<file path="src/knt_pkg.sv">
// package: payload types, token and status codes, lexer modes, keyword and single-character tables
`default_nettype none
package knt_pkg;
  typedef struct packed {
    logic [7:0] ch;
    logic       end_of_text;
  } in_req_t;

  typedef struct packed {
    logic [5:0]  token_type;
    logic [2:0]  status;
    logic [15:0] start_offset;
    logic [15:0] token_length;
    logic [15:0] pos_line;
    logic [15:0] pos_column;
    logic        ends_text;
    logic        run_last;
  } out_req_t;

  typedef enum logic [3:0] {
    M_IDLE, M_IDENT, M_ZERO, M_NUMFIRST, M_DIGITS, M_EQ, M_BANG, M_DOT1, M_DOT2
  } mode_t;

  typedef enum logic [1:0] {B_DEC, B_BIN, B_OCT, B_HEX} base_t;

  localparam logic [5:0] T_IDENT  = 6'd0;
  localparam logic [5:0] T_NUMBER = 6'd1;
  localparam logic [5:0] T_KW0    = 6'd2;
  localparam logic [5:0] T_EQ     = 6'd19;
  localparam logic [5:0] T_EQEQ   = 6'd20;
  localparam logic [5:0] T_NE     = 6'd21;
  localparam logic [5:0] T_DOTS   = 6'd22;
  localparam logic [5:0] T_SINGLE = 6'd23;
  localparam logic [5:0] T_END    = 6'd34;

  localparam logic [2:0] S_OK        = 3'd0;
  localparam logic [2:0] S_UNEXPECT  = 3'd1;
  localparam logic [2:0] S_EXP_DIGIT = 3'd2;
  localparam logic [2:0] S_INV_DIGIT = 3'd3;
  localparam logic [2:0] S_BAD_NUM   = 3'd4;
  localparam logic [2:0] S_BANG      = 3'd5;
  localparam logic [2:0] S_DOTS      = 3'd6;

  localparam int KW_COUNT = 17;
  localparam int KW_MAX = 8;
  typedef logic [KW_MAX*8-1:0] kw_text_t;
  // keyword text, first char in the low byte
  localparam kw_text_t KW_TEXT [KW_COUNT] = '{
    64'h63657073, 64'h7475706e69, 64'h6574617473, 64'h74757074756f,
    64'h6c6562616c, 64'h726f697661686562, 64'h7478656e, 64'h6c6c61726f66,
    64'h6e69, 64'h6669, 64'h6e656874, 64'h65736c65, 64'h686374697773,
    64'h65736163, 64'h746c7561666564, 64'h53, 64'h42
  };
  localparam logic [3:0] KW_LEN [KW_COUNT] = '{
    4'd4, 4'd5, 4'd5, 4'd6, 4'd5, 4'd8, 4'd4, 4'd6, 4'd2, 4'd2, 4'd4, 4'd4,
    4'd6, 4'd4, 4'd7, 4'd1, 4'd1
  };
  localparam logic [7:0] SINGLE_CH [11] = '{
    8'h2d, 8'h7c, 8'h7e, 8'h3f, 8'h7b, 8'h7d, 8'h5b, 8'h5d, 8'h28, 8'h29, 8'h3a
  };
endpackage
`default_nettype wire

</file>
<file path="src/knt_kw_match.sv">
// keyword lookup over the word buffer
`default_nettype none
module knt_kw_match #(
  parameter int KEYWORD_CHARS = 8,
  parameter int LW = 5
) (
  input  wire logic [KEYWORD_CHARS*8-1:0] word,
  input  wire logic [LW-1:0]              word_len,
  output logic [5:0]                      token_type
);
  always_comb begin
    logic hit;
    token_type = knt_pkg::T_IDENT;
    for (int k = knt_pkg::KW_COUNT - 1; k >= 0; k--) begin
      hit = (word_len == LW'(knt_pkg::KW_LEN[k]));
      // only the bytes inside the keyword length take part
      for (int i = 0; i < knt_pkg::KW_MAX; i++) begin
        if (i < int'(knt_pkg::KW_LEN[k]) && word[8*i +: 8] != knt_pkg::KW_TEXT[k][8*i +: 8])
          hit = 1'b0;
      end
      if (hit) token_type = knt_pkg::T_KW0 + 6'(k);
    end
  end
endmodule
`default_nettype wire

</file>
<file path="src/knt_out_q.sv">
// four-entry result queue with stall toward the lexer
`default_nettype none
module knt_out_q (
  input  wire logic              clk,
  input  wire logic              rst_n,
  input  wire logic [1:0]        push_n,
  input  wire knt_pkg::out_req_t push0,
  input  wire knt_pkg::out_req_t push1,
  output logic                   room,
  output logic                   out_valid,
  input  wire logic              out_stall,
  output knt_pkg::out_req_t      out_data
);
  localparam int DEPTH = 4;
  knt_pkg::out_req_t mem_r [DEPTH];
  logic [1:0] rd_r, wr_r;
  logic [2:0] cnt_r, cnt_nxt;
  logic pop;

  assign pop = (cnt_r != 3'd0) && !out_stall;
  assign out_valid = cnt_r != 3'd0;
  assign out_data = mem_r[rd_r];
  assign room = cnt_r <= 3'd2;
  assign cnt_nxt = cnt_r + 3'(push_n) - 3'(pop);

  always_ff @(posedge clk) begin
    if (push_n != 2'd0) mem_r[wr_r] <= push0;
    if (push_n == 2'd2) mem_r[wr_r + 2'd1] <= push1;
    if (!rst_n) begin
      rd_r <= '0; wr_r <= '0; cnt_r <= '0;
    end else begin
      rd_r <= rd_r + 2'(pop);
      wr_r <= wr_r + push_n;
      cnt_r <= cnt_nxt;
    end
  end

  assert property (@(posedge clk) disable iff (!rst_n) cnt_r <= 3'd4)
    else $error("queue overflow");
  assert property (@(posedge clk) disable iff (!rst_n) !room |-> push_n == 2'd0)
    else $error("push without room");
  assert property (@(posedge clk) disable iff (!rst_n)
    out_valid && out_stall |=> out_valid && $stable(out_data))
    else $error("stalled result moved");
endmodule
`default_nettype wire

</file>
<file path="src/keyword_number_tokenizer.sv">
// top level: registered single-pass lexer feeding a result queue
`default_nettype none
// channel  dir  payload             handshake
// in_      in   ch, end_of_text     in_valid / in_stall
// out_     out  token result        out_valid / out_stall
// one request accepted per cycle while in_stall is low; each yields zero, one or two results
// lexer state and positions update in the accept cycle; results are written into
//   a four-entry queue and are driven from its head on out_data
// in_stall rises only when the queue could not absorb two more results
// rst_n is synchronous; no clearing pass, the word buffer is written before read
module keyword_number_tokenizer #(
  parameter int POS_BITS = 16,
  parameter int KEYWORD_CHARS = 8
) (
  input  wire logic              clk,
  input  wire logic              rst_n,
  input  wire logic              in_valid,
  output logic                   in_stall,
  input  wire knt_pkg::in_req_t  in_data,
  output logic                   out_valid,
  input  wire logic              out_stall,
  output knt_pkg::out_req_t      out_data
);
  localparam int LW = $clog2(KEYWORD_CHARS + 2);
  localparam logic [POS_BITS-1:0] PMAX = '1;

  knt_pkg::mode_t mode_r, mode_nxt;
  knt_pkg::base_t base_r, base_nxt;
  logic [POS_BITS-1:0] coff_r, cline_r, ccol_r, toff_r, tline_r, tcol_r, tlen_r;
  logic [POS_BITS-1:0] coff_nxt, cline_nxt, ccol_nxt, toff_nxt, tline_nxt, tcol_nxt;
  logic [POS_BITS-1:0] tlen_nxt;
  logic [7:0] wbuf_r [KEYWORD_CHARS];
  logic [LW-1:0] wlen_r, wlen_nxt;
  logic failed_r, failed_nxt;
  logic [KEYWORD_CHARS*8-1:0] word;
  logic [5:0] kw_type;
  logic room, take;
  logic [1:0] n;
  knt_pkg::out_req_t r0, r1;
  logic wr_en;
  logic [LW-1:0] wr_idx;

  assign in_stall = !room;
  assign take = in_valid && room;

  always_comb begin
    for (int i = 0; i < KEYWORD_CHARS; i++) word[8*i +: 8] = wbuf_r[i];
  end

  knt_kw_match #(.KEYWORD_CHARS(KEYWORD_CHARS), .LW(LW)) u_kw (
    .word(word), .word_len(wlen_r), .token_type(kw_type)
  );

  function automatic logic [POS_BITS-1:0] sat(input logic [POS_BITS-1:0] v);
    return (v == PMAX) ? v : v + 1'b1;
  endfunction

  always_comb begin
    logic [7:0] c;
    logic ws, alpha, dig, tail, vd, again, done;
    knt_pkg::out_req_t rr;
    c = in_data.ch;
    mode_nxt = mode_r; base_nxt = base_r;
    coff_nxt = coff_r; cline_nxt = cline_r; ccol_nxt = ccol_r;
    toff_nxt = toff_r; tline_nxt = tline_r; tcol_nxt = tcol_r; tlen_nxt = tlen_r;
    wlen_nxt = wlen_r; failed_nxt = failed_r;
    wr_en = 1'b0; wr_idx = wlen_r;
    n = 2'd0; r0 = '0; r1 = '0; rr = '0;
    again = 1'b0; done = 1'b0;
    ws = c == 8'd32 || (c >= 8'd9 && c <= 8'd13);
    alpha = (c >= "a" && c <= "z") || (c >= "A" && c <= "Z");
    dig = c >= "0" && c <= "9";
    tail = alpha || dig || c == "_";
    case (base_r)
      knt_pkg::B_BIN: vd = c == "0" || c == "1";
      knt_pkg::B_OCT: vd = c >= "0" && c <= "7";
      knt_pkg::B_HEX: vd = dig || (c >= "a" && c <= "f") || (c >= "A" && c <= "F");
      default:        vd = dig;
    endcase
    // token result from the saved start
    rr.status = knt_pkg::S_OK;
    rr.start_offset = 16'(toff_r); rr.token_length = 16'(tlen_r);
    rr.pos_line = 16'(tline_r); rr.pos_column = 16'(tcol_r);
    if (in_data.end_of_text) begin
      if (!failed_r) begin
        done = 1'b1;
        unique case (mode_r)
          knt_pkg::M_IDENT: begin rr.token_type = kw_type; r0 = rr; n = 2'd1; end
          knt_pkg::M_ZERO, knt_pkg::M_DIGITS: begin
            rr.token_type = knt_pkg::T_NUMBER; r0 = rr; n = 2'd1;
          end
          knt_pkg::M_EQ: begin rr.token_type = knt_pkg::T_EQ; r0 = rr; n = 2'd1; end
          knt_pkg::M_NUMFIRST: begin
            r0 = '0; r0.status = knt_pkg::S_EXP_DIGIT; r0.start_offset = 16'(coff_r);
            r0.pos_line = 16'(cline_r); r0.pos_column = 16'(ccol_r);
            r0.ends_text = 1'b1; n = 2'd1; done = 1'b0;
          end
          knt_pkg::M_BANG, knt_pkg::M_DOT1, knt_pkg::M_DOT2: begin
            r0 = '0;
            r0.status = (mode_r == knt_pkg::M_BANG) ? knt_pkg::S_BANG : knt_pkg::S_DOTS;
            r0.start_offset = 16'(toff_r); r0.pos_line = 16'(tline_r);
            r0.pos_column = 16'(tcol_r); r0.ends_text = 1'b1; n = 2'd1; done = 1'b0;
          end
          default: ;
        endcase
        if (done) begin
          rr = '0; rr.token_type = knt_pkg::T_END; rr.start_offset = 16'(coff_r);
          rr.pos_line = 16'(cline_r); rr.pos_column = 16'(ccol_r); rr.ends_text = 1'b1;
          if (n == 2'd0) r0 = rr; else r1 = rr;
          n = n + 2'd1;
        end
      end
      mode_nxt = knt_pkg::M_IDLE; base_nxt = knt_pkg::B_DEC;
      coff_nxt = '0; cline_nxt = POS_BITS'(1); ccol_nxt = POS_BITS'(1);
      toff_nxt = '0; tline_nxt = POS_BITS'(1); tcol_nxt = POS_BITS'(1);
      tlen_nxt = '0; wlen_nxt = '0; failed_nxt = 1'b0;
    end else if (!failed_r) begin
      // first pass: the active token
      unique case (mode_r)
        knt_pkg::M_IDLE: again = 1'b1;
        knt_pkg::M_IDENT:
          if (tail) begin
            wr_en = wlen_r < LW'(KEYWORD_CHARS); wr_idx = wlen_r;
            if (wlen_r <= LW'(KEYWORD_CHARS)) wlen_nxt = wlen_r + 1'b1;
            done = 1'b1;
          end else begin
            rr.token_type = kw_type; r0 = rr; n = 2'd1; again = 1'b1;
          end
        knt_pkg::M_ZERO, knt_pkg::M_DIGITS:
          if (mode_r == knt_pkg::M_ZERO && (c == "b" || c == "o" || c == "x" || c == "X"))
          begin
            base_nxt = (c == "b") ? knt_pkg::B_BIN :
                       (c == "o") ? knt_pkg::B_OCT : knt_pkg::B_HEX;
            mode_nxt = knt_pkg::M_NUMFIRST; done = 1'b1;
          end else if (vd) begin
            mode_nxt = knt_pkg::M_DIGITS; done = 1'b1;
          end else if (tail) begin
            r0 = '0; r0.status = knt_pkg::S_BAD_NUM; n = 2'd1;
          end else begin
            rr.token_type = knt_pkg::T_NUMBER; r0 = rr; n = 2'd1; again = 1'b1;
          end
        knt_pkg::M_NUMFIRST:
          if (ws) begin r0 = '0; r0.status = knt_pkg::S_EXP_DIGIT; n = 2'd1; end
          else if (!vd) begin r0 = '0; r0.status = knt_pkg::S_INV_DIGIT; n = 2'd1; end
          else begin mode_nxt = knt_pkg::M_DIGITS; done = 1'b1; end
        knt_pkg::M_EQ:
          if (c == "=") begin
            tlen_nxt = sat(tlen_r); rr.token_length = 16'(tlen_nxt);
            rr.token_type = knt_pkg::T_EQEQ; r0 = rr; n = 2'd1;
            mode_nxt = knt_pkg::M_IDLE; done = 1'b1;
          end else begin
            rr.token_type = knt_pkg::T_EQ; r0 = rr; n = 2'd1; again = 1'b1;
          end
        knt_pkg::M_BANG, knt_pkg::M_DOT1, knt_pkg::M_DOT2:
          if ((mode_r == knt_pkg::M_BANG && c == "=") || (mode_r != knt_pkg::M_BANG && c == "."))
          begin
            done = 1'b1;
            if (mode_r == knt_pkg::M_DOT1) mode_nxt = knt_pkg::M_DOT2;
            else begin
              tlen_nxt = sat(tlen_r); rr.token_length = 16'(tlen_nxt);
              rr.token_type = (mode_r == knt_pkg::M_BANG) ? knt_pkg::T_NE : knt_pkg::T_DOTS;
              r0 = rr; n = 2'd1; mode_nxt = knt_pkg::M_IDLE;
            end
          end else begin
            r0 = '0; n = 2'd1; r0.ends_text = 1'b1;
            r0.status = (mode_r == knt_pkg::M_BANG) ? knt_pkg::S_BANG : knt_pkg::S_DOTS;
            r0.start_offset = 16'(toff_r); r0.pos_line = 16'(tline_r);
            r0.pos_column = 16'(tcol_r); failed_nxt = 1'b1; mode_nxt = knt_pkg::M_IDLE;
          end
        default: again = 1'b1;
      endcase
      // errors at the current byte from the first pass
      if (!done && !again && r0.status != knt_pkg::S_OK && !failed_nxt) begin
        r0.start_offset = 16'(coff_r); r0.pos_line = 16'(cline_r);
        r0.pos_column = 16'(ccol_r); r0.ends_text = 1'b1;
        failed_nxt = 1'b1; mode_nxt = knt_pkg::M_IDLE;
      end
      if (again) begin
        // second pass: byte lexed from idle
        mode_nxt = knt_pkg::M_IDLE;
        if (ws) done = 1'b1;
        else begin
          toff_nxt = coff_r; tline_nxt = cline_r; tcol_nxt = ccol_r; tlen_nxt = '0;
          done = 1'b1;
          if (alpha || c == "_") begin
            wr_en = 1'b1; wr_idx = '0; wlen_nxt = LW'(1); mode_nxt = knt_pkg::M_IDENT;
          end else if (dig) begin
            base_nxt = knt_pkg::B_DEC;
            mode_nxt = (c == "0") ? knt_pkg::M_ZERO : knt_pkg::M_DIGITS;
          end else if (c == "=") mode_nxt = knt_pkg::M_EQ;
          else if (c == "!") mode_nxt = knt_pkg::M_BANG;
          else if (c == ".") mode_nxt = knt_pkg::M_DOT1;
          else begin
            rr = '0; rr.status = knt_pkg::S_UNEXPECT; rr.start_offset = 16'(coff_r);
            rr.pos_line = 16'(cline_r); rr.pos_column = 16'(ccol_r); rr.ends_text = 1'b1;
            for (int k = 0; k < 11; k++) begin
              if (c == knt_pkg::SINGLE_CH[k]) begin
                rr.token_type = knt_pkg::T_SINGLE + 6'(k); rr.status = knt_pkg::S_OK;
                rr.token_length = 16'(1); rr.ends_text = 1'b0;
                rr.start_offset = 16'(coff_r);
              end
            end
            if (rr.status != knt_pkg::S_OK) begin
              done = 1'b0; failed_nxt = 1'b1;
            end
            if (n == 2'd0) r0 = rr; else r1 = rr;
            n = n + 2'd1;
          end
        end
      end
      if (done) begin
        // consume the byte
        coff_nxt = sat(coff_r);
        if (!ws || !again) tlen_nxt = (again && !ws) ? POS_BITS'(1) :
            ((mode_r == knt_pkg::M_EQ || mode_r == knt_pkg::M_BANG ||
              mode_r == knt_pkg::M_DOT2) ? tlen_nxt : sat(tlen_r));
        else tlen_nxt = sat(tlen_r);
        if (c == 8'h0a) begin cline_nxt = sat(cline_r); ccol_nxt = POS_BITS'(1); end
        else ccol_nxt = sat(ccol_r);
      end
    end
    if (n == 2'd1) r0.run_last = 1'b1;
    if (n == 2'd2) r1.run_last = 1'b1;
  end

  knt_out_q u_q (
    .clk(clk), .rst_n(rst_n), .push_n(take ? n : 2'd0), .push0(r0), .push1(r1),
    .room(room), .out_valid(out_valid), .out_stall(out_stall), .out_data(out_data)
  );

  always_ff @(posedge clk) begin
    if (take && wr_en) wbuf_r[wr_idx[$clog2(KEYWORD_CHARS)-1:0]] <= in_data.ch;
    if (!rst_n) begin
      mode_r <= knt_pkg::M_IDLE; base_r <= knt_pkg::B_DEC;
      coff_r <= '0; cline_r <= POS_BITS'(1); ccol_r <= POS_BITS'(1);
      toff_r <= '0; tline_r <= POS_BITS'(1); tcol_r <= POS_BITS'(1);
      tlen_r <= '0; wlen_r <= '0; failed_r <= 1'b0;
    end else if (take) begin
      mode_r <= mode_nxt; base_r <= base_nxt;
      coff_r <= coff_nxt; cline_r <= cline_nxt; ccol_r <= ccol_nxt;
      toff_r <= toff_nxt; tline_r <= tline_nxt; tcol_r <= tcol_nxt;
      tlen_r <= tlen_nxt; wlen_r <= wlen_nxt; failed_r <= failed_nxt;
    end
  end

  assert property (@(posedge clk) disable iff (!rst_n) failed_r |-> mode_r == knt_pkg::M_IDLE)
    else $error("failed text left a token open");
  assert property (@(posedge clk) disable iff (!rst_n)
    take && in_data.end_of_text |=> !failed_r && coff_r == '0)
    else $error("end request did not clear text state");
  assert property (@(posedge clk) disable iff (!rst_n) cline_r != '0 && ccol_r != '0)
    else $error("position went to zero");
endmodule
`default_nettype wire

</file>
<file path="config.mk">
export PLATFORM = sky130hd
export DESIGN_NAME = keyword_number_tokenizer
export DESIGN_NICKNAME = d
export VERILOG_FILES = /design/src/knt_pkg.sv /design/src/knt_kw_match.sv /design/src/knt_out_q.sv /design/src/keyword_number_tokenizer.sv
export SDC_FILE = /design/constraint.sdc
export NUM_CORES = 1
export LEC_CHECK = 0
export BUFFER_PORTS_ARGS = -buffer_cell sky130_fd_sc_hd__buf_2
export CELL_PAD_IN_SITES_DETAIL_PLACEMENT = 1
export CELL_PAD_IN_SITES_GLOBAL_PLACEMENT = 1
export CORE_AREA = 2 2 229 231
export CTS_CLUSTER_SIZE = 14
export DETAILED_ROUTE_END_ITERATION = 16
export DIE_AREA = 0 0 231 233
export GPL_ROUTABILITY_DRIVEN = 0
export PLACE_DENSITY_LB_ADDON = 0.1
export SLEW_MARGIN = 10
export SYNTH_ARGS = -nofsm -noshare
export SYNTH_HDL_FRONTEND = slang
export SYNTH_SLANG_ARGS = --single-unit
</file>
<file path="constraint.sdc">
create_clock -name clk -period 7.2 [get_ports clk]
set_input_delay 1.44 -clock clk [delete_from_list [all_inputs] [get_ports clk]]
set_output_delay 1.44 -clock clk [all_outputs]
set_load 0.01 [all_outputs]
</file>
Word-level counts from Yosys, hierarchy flattened
Memories as Yosys holds them, arrays and structs flattened. A register that Yosys moved wholly into a read port is not among the register bits.
Index checks and enable logic that the tools add are counted.

storage, ports and cells
  register bits = 130
  RAM bits = 364
  output and inout port bits = 77
  memories kept = 2

cells by class
  $add $sub $neg = 12
  $lt $le $gt $ge = 14
  equal/unequal tests = 111
  multiplexer cells = 329
  reduce and logical (&&, ||, !) cells = 58

memory list
  name       depth  bits a word  read ports  clocked after Yosys merged registers in  write ports  line                            source
  u_q.mem_r  4      75           1           1                                        2            knt_out_q.sv:15                 knt_pkg::out_req_t mem_r [DEPTH];
  wbuf_r     8      8            8           0                                        1            keyword_number_tokenizer.sv:32  logic [7:0] wbuf_r [KEYWORD_CHARS];

operators by type and width
  kind                                                                              count
  75-bit two-way mux                                                                30
  41-bit two-way mux                                                                19
  75-bit one-hot mux with 5 select lines                                            2
  16-bit two-way mux                                                                39
  8-bit by 7-bit inequality test with 1-bit output, second input constant           55
  70-bit two-way mux                                                                3
  1-bit two-way mux                                                                 147
  68-bit two-way mux                                                                2
  6-bit two-way mux                                                                 16
  8-bit by 6-bit == test with 1-bit output, second input constant                   11
  8-bit by 7-bit == test with 1-bit output, second input constant                   11
  74-bit two-way mux                                                                1
  4-bit two-way mux                                                                 18
  72-bit two-way mux                                                                1
  16-bit by 1-bit adder with 16-bit output, second input constant                   4
  16-bit == test, second input constant                                             4
  2-bit two-way mux                                                                 30
  40-bit two-way mux                                                                1
  3-bit two-way mux                                                                 12
  33-bit two-way mux                                                                1
  4-bit by 3-bit == test with 1-bit output, second input constant                   8
  8-bit by 7-bit less-or-equal comparator with 1-bit output, second input constant  4
  16-bit one-hot mux with 2 select lines                                            1
  1-bit logical AND                                                                 17
  43 further kinds                                                                  87

Depth between registers and ports, before layout
An unclocked memory read counts as a cell.

  word-level depth = 43
  gate-level depth with buffers = 22

Hierarchy
A second synthesis with hierarchy kept.

unflattened totals
  cell total of the unflattened synthesis = 2388
  area total of the unflattened synthesis = 27835.4 sq um

modules (own cells, without submodules)
  module                    times used  cells each  area an instance (sq um)
  knt_out_q                 1           774         15060.7
  keyword_number_tokenizer  1           1465        11723.7
  knt_kw_match              1           149         1051.0

Worst setup path after synthesis
OpenSTA, ideal clock, no wires.

  path kind = input to register
  from = in in_data[4] (netlist bit)
  to = mem u_q.mem_r[2][0] (netlist bit) (enable)
  library setup time = 0.653 ns
  arrival time = 5.603 ns
  required time = 6.547 ns
  slack = 0.944 ns
  stages on the path = 14
  path buffers = 2
  path through = buf_2 -> or4_4 -> a32oi_2 -> o2111a_1 -> a211oi_1 -> o21a_2 -> inv_1 -> ha_1 -> or3_1 -> a31oi_1 -> a211oi_2 -> o21ai_2 -> clkbuf_1 -> nand2_1

RTL lines
  element          line                            source
  start, declared  keyword_number_tokenizer.sv:19  input wire knt_pkg::in_req_t in_data,
  end, declared    knt_out_q.sv:15

Worst setup path in the final report
  from = in in_data[2] (netlist bit)
  to = reg u_q.cnt_r[2]

between the ends
  longest elaborated chain between the ends = 23
  elaborated cells on any way between the ends = 73
  classes of those cells = 3 x add/sub; 11 x order compare; 11 x eq/ne; 26 x mux; 22 x reduce/logical

RTL lines
  element                                                                                     line                                                              source
  8-bit by 6-bit greater-or-equal comparator with 1-bit output, or another cell as far along  keyword_number_tokenizer.sv:72, keyword_number_tokenizer.sv:76
  1-bit logical AND (on tied branches)                                                        keyword_number_tokenizer.sv:72, keyword_number_tokenizer.sv:77
  1-bit logical OR (2 in series)                                                              keyword_number_tokenizer.sv:77                                    knt_pkg::B_HEX: vd = dig || (c >= "a" && c <= "f") || (c >= "A" && c <= "F");
  1-bit one-hot mux with 3 select lines                                                       keyword_number_tokenizer.sv:74                                    case (base_r)
  1-bit two-way mux                                                                           keyword_number_tokenizer.sv:135                                   end else if (vd) begin
  2-bit two-way mux / 1-bit two-way mux (equally long branches)                               keyword_number_tokenizer.sv:143, keyword_number_tokenizer.sv:130
  2-bit one-hot mux with 5 select lines                                                       keyword_number_tokenizer.sv:119                                   unique case (mode_r)
  2-bit two-way mux                                                                           keyword_number_tokenizer.sv:117                                   end else if (!failed_r) begin
  [6 not listed]                                                                              --
  2-bit two-way mux                                                                           keyword_number_tokenizer.sv:185                                   if (alpha || c == "_") begin
  2-bit two-way mux                                                                           keyword_number_tokenizer.sv:181                                   if (ws) done = 1'b1;
  2-bit two-way mux (*)                                                                       keyword_number_tokenizer.sv:178                                   if (again) begin
  2-bit two-way mux (*)                                                                       keyword_number_tokenizer.sv:117
  2-bit two-way mux (*)                                                                       keyword_number_tokenizer.sv:84                                    if (in_data.end_of_text) begin
  2-bit two-way mux (*)                                                                       keyword_number_tokenizer.sv:227                                   .clk(clk), .rst_n(rst_n), .push_n(take ? n : 2'd0), .push0(r0), .push1(r1),
  3-bit by 2-bit adder with 3-bit output (*)                                                  knt_out_q.sv:24                                                   assign cnt_nxt = cnt_r + 3'(push_n) - 3'(pop);
  3-bit by 1-bit subtractor with 3-bit output (*)                                             knt_out_q.sv:24
  end signal, assigned                                                                        knt_out_q.sv:34                                                   cnt_r <= cnt_nxt;
  end, declared                                                                               knt_out_q.sv:17                                                   logic [2:0] cnt_r, cnt_nxt;

Every way passes the cells marked *; elsewhere a longest branch is shown, timed or not. The select of a mux whose other input is x is not followed.
A chain may end at the register's enable or synchronous reset.

==> out/metrics.cfg <==
[run]
max_cap_violations=0

[worst_setup_path]
cp-end-kind=register
path_cells=buf_2, nor2b_1, and3_1, a31oi_1, a211oi_1, o21a_2, inv_1, ha_1, or3_1, a31oi_1, a211o_1, nand2_2, nand2_1, ha_1, inv_1, ha_1, inv_1, fa_1, xor2_1, xnor2_1, and2_1
rr_endpoint=u_q.cnt_r[2]
cp_top_family=simple AND/OR/NAND/NOR gates
cpPeakStageDelay_ns=0.53
reg2reg_depth=20
startpoint_type=primary input
critical_path_buf_inv_count=4
worstPathRequired_ns=7.69
cp_slowest_cell=nor2b_1
crit_type=primary input to register
ff2ff_setup_slack_ns=1.69
cp_max_fo=30
r2r_start=mode_r[1]
cp.arrival_ns=6.70

[cells_and_area]
final_nets=2371
layout-drive-gt1-share_pct=15.3
insertedDiodeCount=0
fillCellCount=5388
area_growth_pct=11.3

[pwr]
total_power_mw=7.95
power_density_nw_per_um2=281
peakVddDrop_uv=210
leakage_nw=9.30

[detailed_routing]
ant_nets=0
vias=21300
drt-vias-per-instance=6.94
drtIter0Drc=1929
drt_first_pass_iters=6
drc_errors=0
wire_per_inst_um=27.5
totalWireLength_um=84400

[clock_tree]
cts_tree=done
cts_hold_buf=0
cts_buffers=53
cts.clk_slew.worst_paths_ns=0.06
post-cts-setup-buffer-count=0
clockBufferDepth=3
ctsHtreeMaxLevel=2
clock_sinks=494
cts.repair.resized=0
clock_latency_ns=0.62
cts-root-buf=clkbuf_16

[yosys]
syn_nets=2376
async_reset_ff_share_pct=0
syn_inst=2346
synth_enable_flop_cells=296
yosys_warnings=0
yosysSeqAreaShare_pct=50.5
yosysUniqueCellTypes=99
synth_area_per_cell_um2=10.8
netlist_area_um2=25400
ys_ff_latch=494
ys.flop_type=edfxtp_1

[placement]
io_buffers=89
hpwl_um=52300

[sta]
fmax_mhz=161
final-hold-violation-count=0
fin_setup_tns_ns=0
drv_slew=0
layout_min_cycle_time_ns=6.20
fin_crit_sh_pct=86.2
setup_viol=0
tightest_slew_ns=1.19
max_slew_margin_pct=20.9
finalClockSkew_ns=0.0224
rsz0062_at_grt=no
hold_slack_ns=0.459

[global_route]
top_usage_layer=met2
antenna_found_initial=0
track_usage_pct=31.1
gr-usage-met2_pct=52.2
grt_pass1_vias=22200
grt_pass1_wl_um=130000
globalRouteMet1Util_pct=39.6
grt-ovfl-total=0
use_met3_pct=5.29
grt_max_degree=86

[min_path]
hold_class=register to register
min_to=u_q.mem_r[3][36]
hold_depth=2
min_from=u_q.mem_r[3][36]

[floorplan]
die_h_um=233
die_w_um=231
ios=90
core-area_um2=51100
die-area_um2=53800
start_util_pct=49.8
rows=83

[outcome]
status=complete, no violations

-- metal layers --
metal | vias to the layer above | part of all wire [%]
met5 | - | 0
met2 | 881 | 49
met4 | 0 | 4.1
li1 | 9308 | -
met1 | 10800 | 41
met3 | 219 | 6.6
-- worst max-delay path by stage --
stage	cells past startpoint	to	slack, ns	from
2_1_floorplan	14	u_q.mem_r[2][0]	0.94	in_data[4]
3_3_place_gp	21	u_q.cnt_r[2]	0.64	in_data[2]
3_5_place_dp	21	u_q.cnt_r[2]	0.47	in_data[2]
4_1_cts	21	u_q.cnt_r[2]	1.06	in_data[2]
5_1_grt	21	u_q.cnt_r[2]	0.58	in_data[2]
6_report	21	u_q.cnt_r[2]	1.0	in_data[2]
-- flip-flops by register name, summed over array words and instances (netlist names), 3 cells and up --
name and count:
tline_r 16, mode_r 4, tlen_r 16, u_q.cnt_r 3
coff_r 16, wlen_r 4, u_q.mem_r 300, cline_r 16
ccol_r 16, toff_r 16, wbuf_r 64, tcol_r 16
-- cell usage in the layout (no fill, tap or decap), types with 56 or more instances in the layout --
| master | instances |
|---|---|
| o21ai_0 | 98 |
| nor2_1 | 129 |
| buf_2 | 88 |
| nand2_1 | 174 |
| edfxtp_1 | 296 |
| a21oi_1 | 75 |
| o22ai_1 | 228 |
| clkbuf_16 | 56 |
| nand3_1 | 90 |
| mux4_2 | 75 |
| dfxtp_1 | 195 |
-- power by group --
| group | total [mW] | switching [mW] | internal, mW |
|---|---|---|---|
| clock | 2.88 | 1.17 | 1.72 |
| sequential | 3.38 | 0.173 | 3.20 |
| combinational | 1.69 | 0.997 | 0.693 |
| total | 7.95 | 2.34 | 5.61 |
-- metrics by stage --
| stage | utilization [%] | cells | cell area (um2) | setup WS [ns] |
|---|---|---|---|---|
| after floorplan | - | 2346 | 25400 | 0.944 |
| after global placement | 51.8 | 2966 | 26500 | 0.638 |
| after detailed placement | 51.8 | 2966 | 26500 | 0.466 |
| after CTS | 55.4 | 3064 | 28300 | 1.06 |
| after global routing | 55.4 | 3064 | 28300 | 0.576 |
| final | 55.4 | 3064 | 28300 | 0.996 |
-- layout make-up --
cell class              instances  area [um2]  share of cell area [%]
well taps                     680         851                    3.01
clock inverters                26         335                    1.18
inverters                      34         128                   0.451
flip-flops and latches        494       12900                    45.4
multi-input cells            1621       11700                    41.5
clock buffers                  72        1500                    5.30
repair buffers                137         896                    3.16
-- tightest hold or removal path, stage by stage, from the launching register on --
cell	delay [ns]
dfxtp_1	0.31
nand3_1	0.06
nand2_1	0.05
-- Yosys cell counts, types with 7 or more instances --
cell	instances	area, um2
buf_1	17	63.8
o211ai_1	7	52.6
buf_2	60	300
clkbuf_1	115	432
or3_1	24	150
nor4_1	26	163
dfxtp_1	198	3960
o2bb2ai_1	8	70.1
a31oi_1	17	106
nand3b_1	8	60.1
mux4_2	75	1690
o31ai_1	8	60.1
or2_2	8	50.1
a221oi_1	50	438
edfxtp_1	296	8890
o22ai_1	230	1440
nand2b_1	15	93.8
xor2_1	21	184
a21o_1	17	128
xnor2_1	22	193
nor2b_1	19	119
o21ai_0	99	495
a21oi_1	76	380
ha_1	16	200
and2_1	25	156
nand2_1	177	664
nor4bb_1	10	100
nor2_1	130	488
and3_1	29	181
nor4b_1	10	87.6
a32oi_1	7	61.3
a22o_1	55	482
inv_1	34	128
nand4b_1	7	61.3
a211oi_1	15	113
a22oi_1	7	52.6
a211o_1	53	464
nor3_1	43	215
nand3_1	93	465
mux2i_1	52	521
nand4_1	38	238
o21ai_1	9	45.0
-- logic make-up after synthesis --
family / Yosys count / share of synthesized area [%]
muxes: 127 / 8.68
DFF: 494 / 50.5
buffers and inverters: 231 / 3.78
adders and majority gates: 17 / 0.865
xor gates and xnor gates: 43 / 1.48
AOI/OAI and AO/OA: 733 / 20.2
and+or+nand+nor: 701 / 14.5
(Power assumes the default switching activity.)
